`config.mk`:
```
export PLATFORM = sky130hd
export DESIGN_NAME = sorted_task_list_core_flat
export DESIGN_NICKNAME = d
export VERILOG_FILES = /design/src/rtl/stl_pkg.sv /design/src/rtl/stl_in_if.sv /design/src/rtl/stl_out_if.sv /design/src/rtl/stl_cell.sv /design/src/rtl/sorted_task_list_core.sv /design/src/flat_wrapper.sv
export SDC_FILE = /design/constraint.sdc
export NUM_CORES = 2
export LEC_CHECK = 0
export BUFFER_PORTS_ARGS = -buffer_cell sky130_fd_sc_hd__buf_2
export CORE_ASPECT_RATIO = 0.8
export CORE_MARGIN = 2
export CORE_UTILIZATION = 50
export CTS_BUF_LIST = sky130_fd_sc_hd__clkbuf_8
export CTS_CLUSTER_SIZE = 14
export DETAILED_ROUTE_END_ITERATION = 12
export PLACE_DENSITY = 0.68
export SLEW_MARGIN = 25
export SYNTH_ARGS = -nofsm -noshare
export SYNTH_HDL_FRONTEND = slang
export SYNTH_HIERARCHICAL = 1
export SYNTH_SLANG_ARGS = --single-unit
```
`constraint.sdc`:
```
create_clock -name clk -period 8.1 [get_ports clk]
set_input_delay 1.62 -clock clk [delete_from_list [all_inputs] [get_ports clk]]
set_output_delay 1.62 -clock clk [all_outputs]
set_load 0.01 [all_outputs]
```
`src/rtl/stl_pkg.sv`:
```
// ---------------------------------------------------------------------------
// stl_pkg - shared types and constants of the sorted task list
// Entry format, operation and status codes, cell control bundle.
// ---------------------------------------------------------------------------
package stl_pkg;

	localparam int unsigned ID_W            = 4;
	localparam int unsigned KEY_W           = 32;
	localparam int unsigned ID_COUNT        = 16;
	localparam int unsigned NUM_ENTRIES_DEF = 16;

	typedef enum logic {
		OP_INSERT = 1'b0,
		OP_DELETE = 1'b1
	} op_t;

	typedef enum logic [1:0] {
		ST_OK         = 2'd0,
		ST_FULL       = 2'd1,
		ST_LISTED     = 2'd2,
		ST_NOT_LISTED = 2'd3
	} status_t;

	typedef struct packed {
		logic             valid;
		logic [ID_W-1:0]  id;
		logic [KEY_W-1:0] key;
	} entry_t;

	// broadcast from the top level to every cell
	typedef struct packed {
		logic             ins_en;
		logic             del_en;
		logic [ID_W-1:0]  id;
		logic [KEY_W-1:0] key;
	} cell_ctrl_t;

endpackage

```
`src/rtl/stl_in_if.sv`:
```
// ---------------------------------------------------------------------------
// stl_in_if - operation channel of the sorted task list
// Valid/ready channel carrying one insert or delete operation per beat.
// ---------------------------------------------------------------------------
interface stl_in_if;

	logic                     valid;
	logic                     ready;
	logic                     op;
	logic [stl_pkg::ID_W-1:0]  entry_id;
	logic [stl_pkg::KEY_W-1:0] sort_key;

	modport source (output valid, output op, output entry_id, output sort_key, input ready);
	modport sink   (input valid, input op, input entry_id, input sort_key, output ready);

endinterface

```
`src/rtl/stl_out_if.sv`:
```
// ---------------------------------------------------------------------------
// stl_out_if - result channel of the sorted task list
// Valid/ready channel carrying count, empty flag, head entry and status.
// ---------------------------------------------------------------------------
interface stl_out_if #(
	parameter int unsigned CNT_W = 5
);

	logic                     valid;
	logic                     ready;
	logic [CNT_W-1:0]          entry_count;
	logic                     list_empty;
	logic [stl_pkg::ID_W-1:0]  head_id;
	logic [stl_pkg::KEY_W-1:0] head_key;
	logic [1:0]               status;

	modport source (output valid, output entry_count, output list_empty, output head_id,
		output head_key, output status, input ready);
	modport sink   (input valid, input entry_count, input list_empty, input head_id,
		input head_key, input status, output ready);

endinterface

```
`src/rtl/stl_cell.sv`:
```
// ---------------------------------------------------------------------------
// stl_cell - one slot of the sorted chain
// Holds one entry; on insert takes the new entry or the left neighbor's,
// on delete takes the right neighbor's from the deleted id's slot onward.
// ---------------------------------------------------------------------------
module stl_cell (
	input  logic                clk,
	input  logic                arst_n,
	input  stl_pkg::cell_ctrl_t ctrl,
	input  stl_pkg::entry_t     left_q,
	input  logic                left_take,
	input  stl_pkg::entry_t     right_q,
	input  logic                shift_in,
	output logic                take,
	output logic                shift_out,
	output stl_pkg::entry_t     cur,
	output stl_pkg::entry_t     nxt
);

	stl_pkg::entry_t entry_q;
	logic            match;

	// new entry lands at or before this slot: slot empty or its key larger
	assign take      = !entry_q.valid || (entry_q.key > ctrl.key);
	assign match     = entry_q.valid && (entry_q.id == ctrl.id);
	assign shift_out = shift_in || match;
	assign cur       = entry_q;

	always_comb begin
		nxt = entry_q;
		if (ctrl.ins_en && take) begin
			if (left_take) begin
				nxt = left_q;
			end else begin
				nxt.valid = 1'b1;
				nxt.id    = ctrl.id;
				nxt.key   = ctrl.key;
			end
		end else if (ctrl.del_en && shift_out) begin
			nxt = right_q;
		end
	end

	always_ff @(posedge clk or negedge arst_n) begin
		if (!arst_n) begin
			entry_q <= '0;
		end else begin
			entry_q <= nxt;
		end
	end

endmodule

```
`src/rtl/sorted_task_list_core.sv`:
```
// ---------------------------------------------------------------------------
// sorted_task_list_core - stable sorted task list as a chain of slot cells
// Keeps up to NUM_ENTRIES entries in ascending key order, FIFO among equal keys.
// ---------------------------------------------------------------------------
// One operation is taken per clock and its result beat appears on rsp in the
// next cycle; a new operation is taken while the previous result is still
// waiting, as long as the result register is free or being drained that
// cycle. This speed comes from the cell chain: every slot compares the
// new key against its own in parallel and the whole row shifts right (insert)
// or left (delete) all at once, so no search loop exists. The delete
// locate bit ripples through the row, one OR gate per cell. An insert whose
// id is already listed reports "already listed" and an insert into a full
// list reports "list full"; both leave the list untouched. A delete of an id
// that is not listed reports "not listed". The all-ones key never compares
// larger than a stored key, so it always lands at the tail. Head fields read
// zero when the list is empty. Reset clears all slots at once.
// ---------------------------------------------------------------------------
module sorted_task_list_core #(
	parameter int unsigned NUM_ENTRIES = stl_pkg::NUM_ENTRIES_DEF
) (
	input  logic   clk,
	input  logic   arst_n,
	stl_in_if.sink   req,
	stl_out_if.source rsp
);

	localparam int unsigned CNT_W = $clog2(NUM_ENTRIES + 1);

	// chain signals; index NUM_ENTRIES stands for the empty slot past the end
	stl_pkg::entry_t         cur [NUM_ENTRIES+1];
	stl_pkg::entry_t         nxt [NUM_ENTRIES];
	logic [NUM_ENTRIES:0]    take;
	logic [NUM_ENTRIES:0]    shift;
	stl_pkg::cell_ctrl_t     ctrl;

	logic [CNT_W-1:0]             count_q;
	logic [CNT_W-1:0]             count_d;
	logic [stl_pkg::ID_COUNT-1:0] member_q;

	logic                     rsp_valid_q;
	logic [CNT_W-1:0]          rsp_count_q;
	logic                     rsp_empty_q;
	logic [stl_pkg::ID_W-1:0]  rsp_id_q;
	logic [stl_pkg::KEY_W-1:0] rsp_key_q;
	stl_pkg::status_t          rsp_status_q;

	logic             accept;
	logic             is_insert;
	logic             listed;
	logic             full;
	logic             ins_go;
	logic             del_go;
	logic             del_hit;
	stl_pkg::status_t status_d;

	// result register frees up when empty or drained this cycle
	assign req.ready = !rsp_valid_q || rsp.ready;
	assign accept    = req.valid && req.ready;

	assign is_insert = (req.op == stl_pkg::OP_INSERT);
	assign listed    = member_q[req.entry_id];
	assign full      = (count_q == CNT_W'(NUM_ENTRIES));
	assign ins_go    = accept && is_insert && !listed && !full;
	assign del_go    = accept && !is_insert && listed;
	assign del_hit   = shift[NUM_ENTRIES];

	assign ctrl.ins_en = ins_go;
	assign ctrl.del_en = del_go;
	assign ctrl.id     = req.entry_id;
	assign ctrl.key    = req.sort_key;

	// row ends: nothing left of slot 0, an empty slot right of the last one
	assign take[0]          = 1'b0;
	assign shift[0]         = 1'b0;
	assign cur[NUM_ENTRIES] = '0;

	// take[] is shifted by one: take[i+1] is slot i's flag, fed to slot i+1
	for (genvar i = 0; i < NUM_ENTRIES; i++) begin : g_cell
		stl_pkg::entry_t left_q;
		logic            take_i;

		if (i == 0) begin : g_first
			assign left_q = '0;
		end else begin : g_rest
			assign left_q = cur[i-1];
		end

		stl_cell u_cell (
			.clk       (clk),
			.arst_n    (arst_n),
			.ctrl      (ctrl),
			.left_q    (left_q),
			.left_take (take[i]),
			.right_q   (cur[i+1]),
			.shift_in  (shift[i]),
			.take      (take_i),
			.shift_out (shift[i+1]),
			.cur       (cur[i]),
			.nxt       (nxt[i])
		);

		assign take[i+1] = take_i;
	end

	always_comb begin
		status_d = stl_pkg::ST_OK;
		if (is_insert) begin
			if (listed) begin
				status_d = stl_pkg::ST_LISTED;
			end else if (full) begin
				status_d = stl_pkg::ST_FULL;
			end
		end else if (!listed || !del_hit) begin
			status_d = stl_pkg::ST_NOT_LISTED;
		end
	end

	always_comb begin
		count_d = count_q;
		if (ins_go) begin
			count_d = count_q + CNT_W'(1);
		end else if (del_go && del_hit) begin
			count_d = count_q - CNT_W'(1);
		end
	end

	always_ff @(posedge clk or negedge arst_n) begin
		if (!arst_n) begin
			count_q  <= '0;
			member_q <= '0;
		end else begin
			count_q <= count_d;
			if (ins_go) begin
				member_q[req.entry_id] <= 1'b1;
			end else if (accept && !is_insert) begin
				member_q[req.entry_id] <= 1'b0;
			end
		end
	end

	// result beat: hold until drained, advance on each accepted operation
	always_ff @(posedge clk or negedge arst_n) begin
		if (!arst_n) begin
			rsp_valid_q <= 1'b0;
		end else if (accept) begin
			rsp_valid_q <= 1'b1;
		end else if (rsp.ready) begin
			rsp_valid_q <= 1'b0;
		end
	end

	always_ff @(posedge clk) begin
		if (accept) begin
			rsp_count_q  <= count_d;
			rsp_empty_q  <= (count_d == '0);
			rsp_id_q     <= nxt[0].valid ? nxt[0].id : '0;
			rsp_key_q    <= nxt[0].valid ? nxt[0].key : '0;
			rsp_status_q <= status_d;
		end
	end

	assign rsp.valid       = rsp_valid_q;
	assign rsp.entry_count = rsp_count_q;
	assign rsp.list_empty  = rsp_empty_q;
	assign rsp.head_id     = rsp_id_q;
	assign rsp.head_key    = rsp_key_q;
	assign rsp.status      = rsp_status_q;

endmodule

```
`src/flat_wrapper.sv`:
```
// flat-port wrapper written by rule: the top's interface ports become plain ports
module sorted_task_list_core_flat 
#(
	parameter int unsigned NUM_ENTRIES = stl_pkg::NUM_ENTRIES_DEF
)
  (clk, arst_n, req_valid, req_op, req_entry_id, req_sort_key, req_ready, rsp_valid, rsp_entry_count, rsp_list_empty, rsp_head_id, rsp_head_key, rsp_status, rsp_ready);
  stl_in_if req_i ();
  stl_out_if #(.CNT_W((5))) rsp_i ();
  input  logic clk;
  input  logic arst_n;
  input wire logic [$bits(req_i.valid)-1:0] req_valid;
  input wire logic [$bits(req_i.op)-1:0] req_op;
  input wire logic [$bits(req_i.entry_id)-1:0] req_entry_id;
  input wire logic [$bits(req_i.sort_key)-1:0] req_sort_key;
  output wire logic [$bits(req_i.ready)-1:0] req_ready;
  output wire logic [$bits(rsp_i.valid)-1:0] rsp_valid;
  output wire logic [$bits(rsp_i.entry_count)-1:0] rsp_entry_count;
  output wire logic [$bits(rsp_i.list_empty)-1:0] rsp_list_empty;
  output wire logic [$bits(rsp_i.head_id)-1:0] rsp_head_id;
  output wire logic [$bits(rsp_i.head_key)-1:0] rsp_head_key;
  output wire logic [$bits(rsp_i.status)-1:0] rsp_status;
  input wire logic [$bits(rsp_i.ready)-1:0] rsp_ready;
  assign req_i.valid = req_valid;
  assign req_i.op = req_op;
  assign req_i.entry_id = req_entry_id;
  assign req_i.sort_key = req_sort_key;
  assign req_ready = req_i.ready;
  assign rsp_valid = rsp_i.valid;
  assign rsp_entry_count = rsp_i.entry_count;
  assign rsp_list_empty = rsp_i.list_empty;
  assign rsp_head_id = rsp_i.head_id;
  assign rsp_head_key = rsp_i.head_key;
  assign rsp_status = rsp_i.status;
  assign rsp_i.ready = rsp_ready;
  sorted_task_list_core #(.NUM_ENTRIES(NUM_ENTRIES)) u_core (.clk(clk), .arst_n(arst_n), .req(req_i), .rsp(rsp_i));
endmodule
```
* Yosys cells after proc, flatten, opt, wreduce, memory -nomap -nowiden *
Cells that the tools add are included.
Widths: inputs -> output; s select.

operators by class
  bitwise logic cells = 4
  order comparisons = 18
  reduce and logical (&&, ||, !) cells = 126
  muxes and demuxes = 61
  $add $sub $neg = 2
  equality and inequality tests = 17

operator list
  cell                 count
  $mux 37              47
  $gt 32x32->1         16
  $eq 4x4->1           16
  $logic_and 1x1->1    55
  $reduce_bool 2->1    17
  $logic_or 1x1->1     33
  $mux 16              2
  $logic_not 1->1      20
  $and 16x16->16       1
  $not 16->16          1
  $or 16x16->16        1
  $mux 5               2
  $mux 2               3
  $add 5x1->5 const B  1
  $eq 5x5->1 const B   1
  $logic_not 5->1      1
  $lt 4x5->1 const B   1
  $mux 1               5
  $sub 5x1->5 const B  1
  $bmux 1 s4           1
  $demux 1 s4          1
  $ge 4x1->1 const B   1
  $not 1->1            1

storage, ports and cells
  output and inout bits = 46
  bits of input ports = 41
  register bits = 658

* Logic depth before layout (Yosys ltp) *
  word-level depth = 21
  gate-level depth with buffers = 24
  depth with buffers taken out = 24

* By module *
Netlist, hierarchy kept.

by module, submodules not included
  module                 area an instance (µm²)  times used  cells each
  stl_cell               3042.9                  16          284
  sorted_task_list_core  2851.5                  1           215

* Worst setup path before layout *
No wires, ideal clock.

  path kind = input port to flip-flop
  from = input port req_entry_id[1]
  to = register u_core.rsp_empty_q, in the netlist u_core/rsp.list_empty (data pin)
  arrival time = 6643 ps
  stages on the path = 23
  library setup time = 190 ps
  buffers on the path = 0
  slack = 1267 ps
  data required time = 7910 ps
  path through = xor2_1 -> nor3_1 -> a31o_2 -> a31o_2 -> a31o_2 -> a31o_2 -> a31o_2 -> a31o_2 -> a31o_2 -> a31o_2 -> a31o_2 -> a31o_2 -> a31o_2 -> a31o_2 -> a31o_2 -> a31o_2 -> a31o_2 -> a31o_2 -> and2_1 -> and3_1 -> nand2_1 -> or4b_1 -> a2111oi_2

between the ends
  cells in the longest elaborated chain, start to end = 21
  elaborated cells on any way between the ends = 57
  classes of those cells = eq/ne (16); mux (4); reduce/logical (37)

ends and longest elaborated chain
  what                    line                          RTL
  start: declaration      flat_wrapper.sv:13            input wire logic [$bits(req_i.entry_id)-1:0] req_entry_id;
  $eq 4x4->1              stl_cell.sv:25                assign match = entry_q.valid && (entry_q.id == ctrl.id);
  $logic_and 1x1->1       stl_cell.sv:25
  net u_core.shift[1]     sorted_task_list_core.sv:33   logic [NUM_ENTRIES:0] shift;
  $logic_or 1x1->1        stl_cell.sv:26                assign shift_out = shift_in || match;
  net u_core.shift[2]     sorted_task_list_core.sv:33
  $logic_or 1x1->1        stl_cell.sv:26
  net u_core.shift[3]     sorted_task_list_core.sv:33
  $logic_or 1x1->1        stl_cell.sv:26
  net u_core.shift[4]     sorted_task_list_core.sv:33
  (+1 left out)           n/a
  net u_core.shift[5]     sorted_task_list_core.sv:33
  (+1 left out)           n/a
  net u_core.shift[6]     sorted_task_list_core.sv:33
  (+1 left out)           n/a
  net u_core.shift[7]     sorted_task_list_core.sv:33
  (+1 left out)           n/a
  net u_core.shift[8]     sorted_task_list_core.sv:33
  (+1 left out)           n/a
  net u_core.shift[9]     sorted_task_list_core.sv:33
  (+1 left out)           n/a
  net u_core.shift[10]    sorted_task_list_core.sv:33
  (+1 left out)           n/a
  net u_core.shift[11]    sorted_task_list_core.sv:33
  (+1 left out)           n/a
  net u_core.shift[12]    sorted_task_list_core.sv:33
  (+1 left out)           n/a
  net u_core.shift[13]    sorted_task_list_core.sv:33
  (+1 left out)           n/a
  net u_core.shift[14]    sorted_task_list_core.sv:33
  $logic_or 1x1->1        stl_cell.sv:26
  net u_core.shift[15]    sorted_task_list_core.sv:33
  $logic_or 1x1->1        stl_cell.sv:26
  net u_core.del_hit      sorted_task_list_core.sv:53   logic del_hit;
  $logic_and 1x1->1       sorted_task_list_core.sv:122  end else if (del_go && del_hit) begin
  $mux 5                  sorted_task_list_core.sv:122
  $mux 5                  sorted_task_list_core.sv:120  if (ins_go) begin
  $logic_not 5->1         sorted_task_list_core.sv:155  rsp_empty_q <= (count_d == '0);
  end signal: assignment  sorted_task_list_core.sv:155
  end: declaration        sorted_task_list_core.sv:42   logic rsp_empty_q;

The timed path passes the listed nets, and every way through them passes these cells. The select of a mux whose other input is x is not followed.
A chain may end at the register's enable or synchronous reset.

* Worst setup path in the final report *
  from = input port req_entry_id[3]
  to = register u_core.rsp_empty_q, in the netlist u_core/rsp.list_empty (data pin)

between the ends
  cells in the longest elaborated chain, start to end = 21
  elaborated cells on any way between the ends = 57
  classes of those cells = eq/ne (16); mux (4); reduce/logical (37)

ends and longest elaborated chain
  what                  line
  $eq 4x4->1            stl_cell.sv:25
  $logic_and 1x1->1     stl_cell.sv:25
  $logic_or 1x1->1 *    stl_cell.sv:26
  net u_core.shift[2]   sorted_task_list_core.sv:33
  $logic_or 1x1->1 *    stl_cell.sv:26
  net u_core.shift[3]   sorted_task_list_core.sv:33
  $logic_or 1x1->1 *    stl_cell.sv:26
  net u_core.shift[4]   sorted_task_list_core.sv:33
  (+1 left out)         n/a
  net u_core.shift[5]   sorted_task_list_core.sv:33
  (+1 left out)         n/a
  net u_core.shift[6]   sorted_task_list_core.sv:33
  (+1 left out)         n/a
  net u_core.shift[7]   sorted_task_list_core.sv:33
  (+1 left out)         n/a
  net u_core.shift[8]   sorted_task_list_core.sv:33
  (+1 left out)         n/a
  net u_core.shift[9]   sorted_task_list_core.sv:33
  (+1 left out)         n/a
  net u_core.shift[10]  sorted_task_list_core.sv:33
  (+1 left out)         n/a
  net u_core.shift[11]  sorted_task_list_core.sv:33
  (+1 left out)         n/a
  net u_core.shift[12]  sorted_task_list_core.sv:33
  (+1 left out)         n/a
  net u_core.shift[13]  sorted_task_list_core.sv:33
  (+1 left out)         n/a
  net u_core.shift[14]  sorted_task_list_core.sv:33
  $logic_or 1x1->1 *    stl_cell.sv:26
  net u_core.shift[15]  sorted_task_list_core.sv:33
  $logic_or 1x1->1 *    stl_cell.sv:26
  net u_core.del_hit    sorted_task_list_core.sv:53
  $logic_and 1x1->1 *   sorted_task_list_core.sv:122
  $mux 5 *              sorted_task_list_core.sv:122
  $mux 5 *              sorted_task_list_core.sv:120
  $logic_not 5->1 *     sorted_task_list_core.sv:155

Mark *: on every way through the listed nets, which the timed path passes. The rest lies on a longest branch. The select of a mux whose other input is x is not followed.

==> reports/qor.yml <==
drt:
  drc: 0
  routed_wl_um: 125300
  drtAntennaViolNets: 0
  wire_per_inst_um: 19.68
  num_vias: 36480
  routed_via_density: 5.731
  first_pass_iters: 5
  dr.first_iter.drc_count: 2161
hold_path:
  hold_depth: 2
  min_path_type: "register to register"
global_routing:
  grt_pass1_vias: 37980
  grt_max_degree: 155
  track_usage_pct: 23.71
  grt_pass1_wl_um: 206600
  gr-total-overflow: 0
  grt_antenna_before_repair: 7
sta:
  period_share_pct: 84.17
  timing.hold.ws_ns: 0.5143
  worst_slew_pin_slew_ns: 1.050
  setup_viol: 0
  finalCriticalPeriod_ns: 6.818
  setup_ws_ns: 1.282
  drv_slew: 0
  slew-limit-headroom_pct: 29.38
  fin_skew_ns: 0.04053
  fmax_mhz: 146.7
  final-hold-violation-count: 0
  rsz0062_at_grt: "false"
  tns_ns: 0
cts:
  cts_setup_buffers: 0
  clock_sinks: 658
  holdBufCountCts: 0
  cts_buffers: 118
  insertion_delay_ns: 0.78
  cts_root_buf: "clkbuf_8"
  cts_buffer_depth: 3
  htreeDepth: 3
  cts_resized: 0
  clk_pin_slew_ns: 0.07
  cts_tree: "done"
layout:
  fin_nets: 5478
  drive_above_1_share_pct: 9.357
  syn2layout_area_growth_pct: 8.414
  num-fill-cells: 9067
placed_design:
  place_ws_ns: 0.4814
  dpl.hpwl_um: 93150
  gp_congestion: 0.8518
  numPortBuffers: 86
pwr:
  powerDensity_mw_per_mm2: 342.3
  peakVddDrop_mv: 0.1682
  totalPowerFinal_mw: 19.12
  leakage_nw: 35.39
worst_setup_path:
  critPathRequiredTime_ns: 8.67
  arrival_ns: 7.39
  crit_start: "req_entry_id[3]"
  critPathLaunchType: "input port"
  critPathCaptureType: "register"
  crit_fanout: 20
  rr_worst_depth: 23
  r2r-start: "u_core/g_cell[0].u_cell/cur[33]"
  worst-setup-path-type: "input port to register"
synth:
  yosys_warnings: 6
  synth.avg_cell_area_um2: 10.83
  syn_area_mm2: 0.05153
  syn_inst: 4757
floorplan:
  initial_core_util_pct: 50.35
  core_area_mm2: 0.1023
  die_h_um: 291.1
  die_area_mm2: 0.1057
  num_io_pins: 87
  rows: 105
  die_w_um: 362.9
status:
  status: "finished clean"
flow_run:
  max-cap-violations: 0
==> critical path: stages <==
cell and delay [ns]:
buf_2 0.12, buf_4 0.28, xor2_1 0.18, nor3_1 0.07
a31o_2 0.26, a31o_2 0.23, a31o_2 0.23, a31o_2 0.24
a31o_2 0.25, a31o_2 0.25, a31o_2 0.24, a31o_2 0.25
a31o_2 0.25, a31o_2 0.24, a31o_2 0.25, a31o_2 0.23
a31o_2 0.23, a31o_2 0.23, a31o_2 0.30, and2_1 0.19
and3_1 0.22, nand2_1 0.14, or4b_1 0.48, a2111oi_2 0.39
==> through the flow <==
stage | area [um2] | std cells | util, %
after floorplan | 51810 | 4832 | -
after global placement | 53180 | 6140 | 51.96
after detailed placement | 53210 | 6140 | 51.99
after CTS | 55850 | 6360 | 54.57
after global routing | 55860 | 6365 | 54.58
final | 55860 | 6366 | 54.59
==> state kept, by name, indices dropped and copies added (netlist names), named ones only <==
register,flops
u_core/rsp.head_id,4
u_core/rsp.head_key,32
u_core/rsp.entry_count,5
u_core/rsp.status,2
u_core/g_cell.u_cell/cur,592
u_core/rsp.valid,1
u_core/rsp.list_empty,1
u_core/count_q,5
==> routing by layer <==
metal | track usage (%) | vias up | part of all wire, %
met5 | 0 | - | 0.0096
met4 | 5.111 | 2 | 1.7
met3 | 3.438 | 144 | 3.7
met2 | 36.81 | 506 | 44
met1 | 34.88 | 18310 | 50
li1 | - | 17520 | -
==> layout make-up <==
cell class | instances | area [um2] | share of cell area (%)
diodes | 6 | 15.01 | 0.02688
clock buffers | 151 | 2078 | 3.720
clock inverters | 69 | 558.0 | 0.9989
inverters | 530 | 1989 | 3.561
multi-input cells | 3458 | 31850 | 57.02
flip-flops and latches | 658 | 16690 | 29.87
well taps | 1337 | 1673 | 2.995
repair buffers | 157 | 1011 | 1.810
==> layout by cell type (no fill, tap or decap), drive strengths merged, types with 21 or more instances in the layout <==
cell type and instances:
mux2i 1766, dfrtp 614, inv 572, ha 514
nand2 186, a21oi 162, buf 157, clkbuf 151
o21ai 113, conb 76, nand4 64, and2 55
nand3 51, xor2 50, a21o 49, edfxtp 44
nor2 36, nor2b 34, nor4 34, and4 32
nor3 32, a221oi 32, nand2b 21
==> final timing paths <==
| kind | to | slack [ns] |
|---|---|---|
| max | u_core/rsp.list_empty | 1.28 |
| min | register | 0.51 |
| max reg2reg | u_core/rsp.list_empty | 1.88 |
| min reg2reg | register | 0.51 |
| max in group asynchronous | u_core/g_cell[7].u_cell/cur[21] | 5.75 |
| min in group asynchronous | u_core/g_cell[14].u_cell/cur[11] | 0.89 |
==> power by group <==
part | internal [mW] | total [mW] | switching [mW]
clock network | 1.96 | 3.51 | 1.55
logic | 4.31 | 9.08 | 4.77
registers | 4.80 | 6.53 | 1.73
Note: power is estimated with default switching activity, not from simulation.
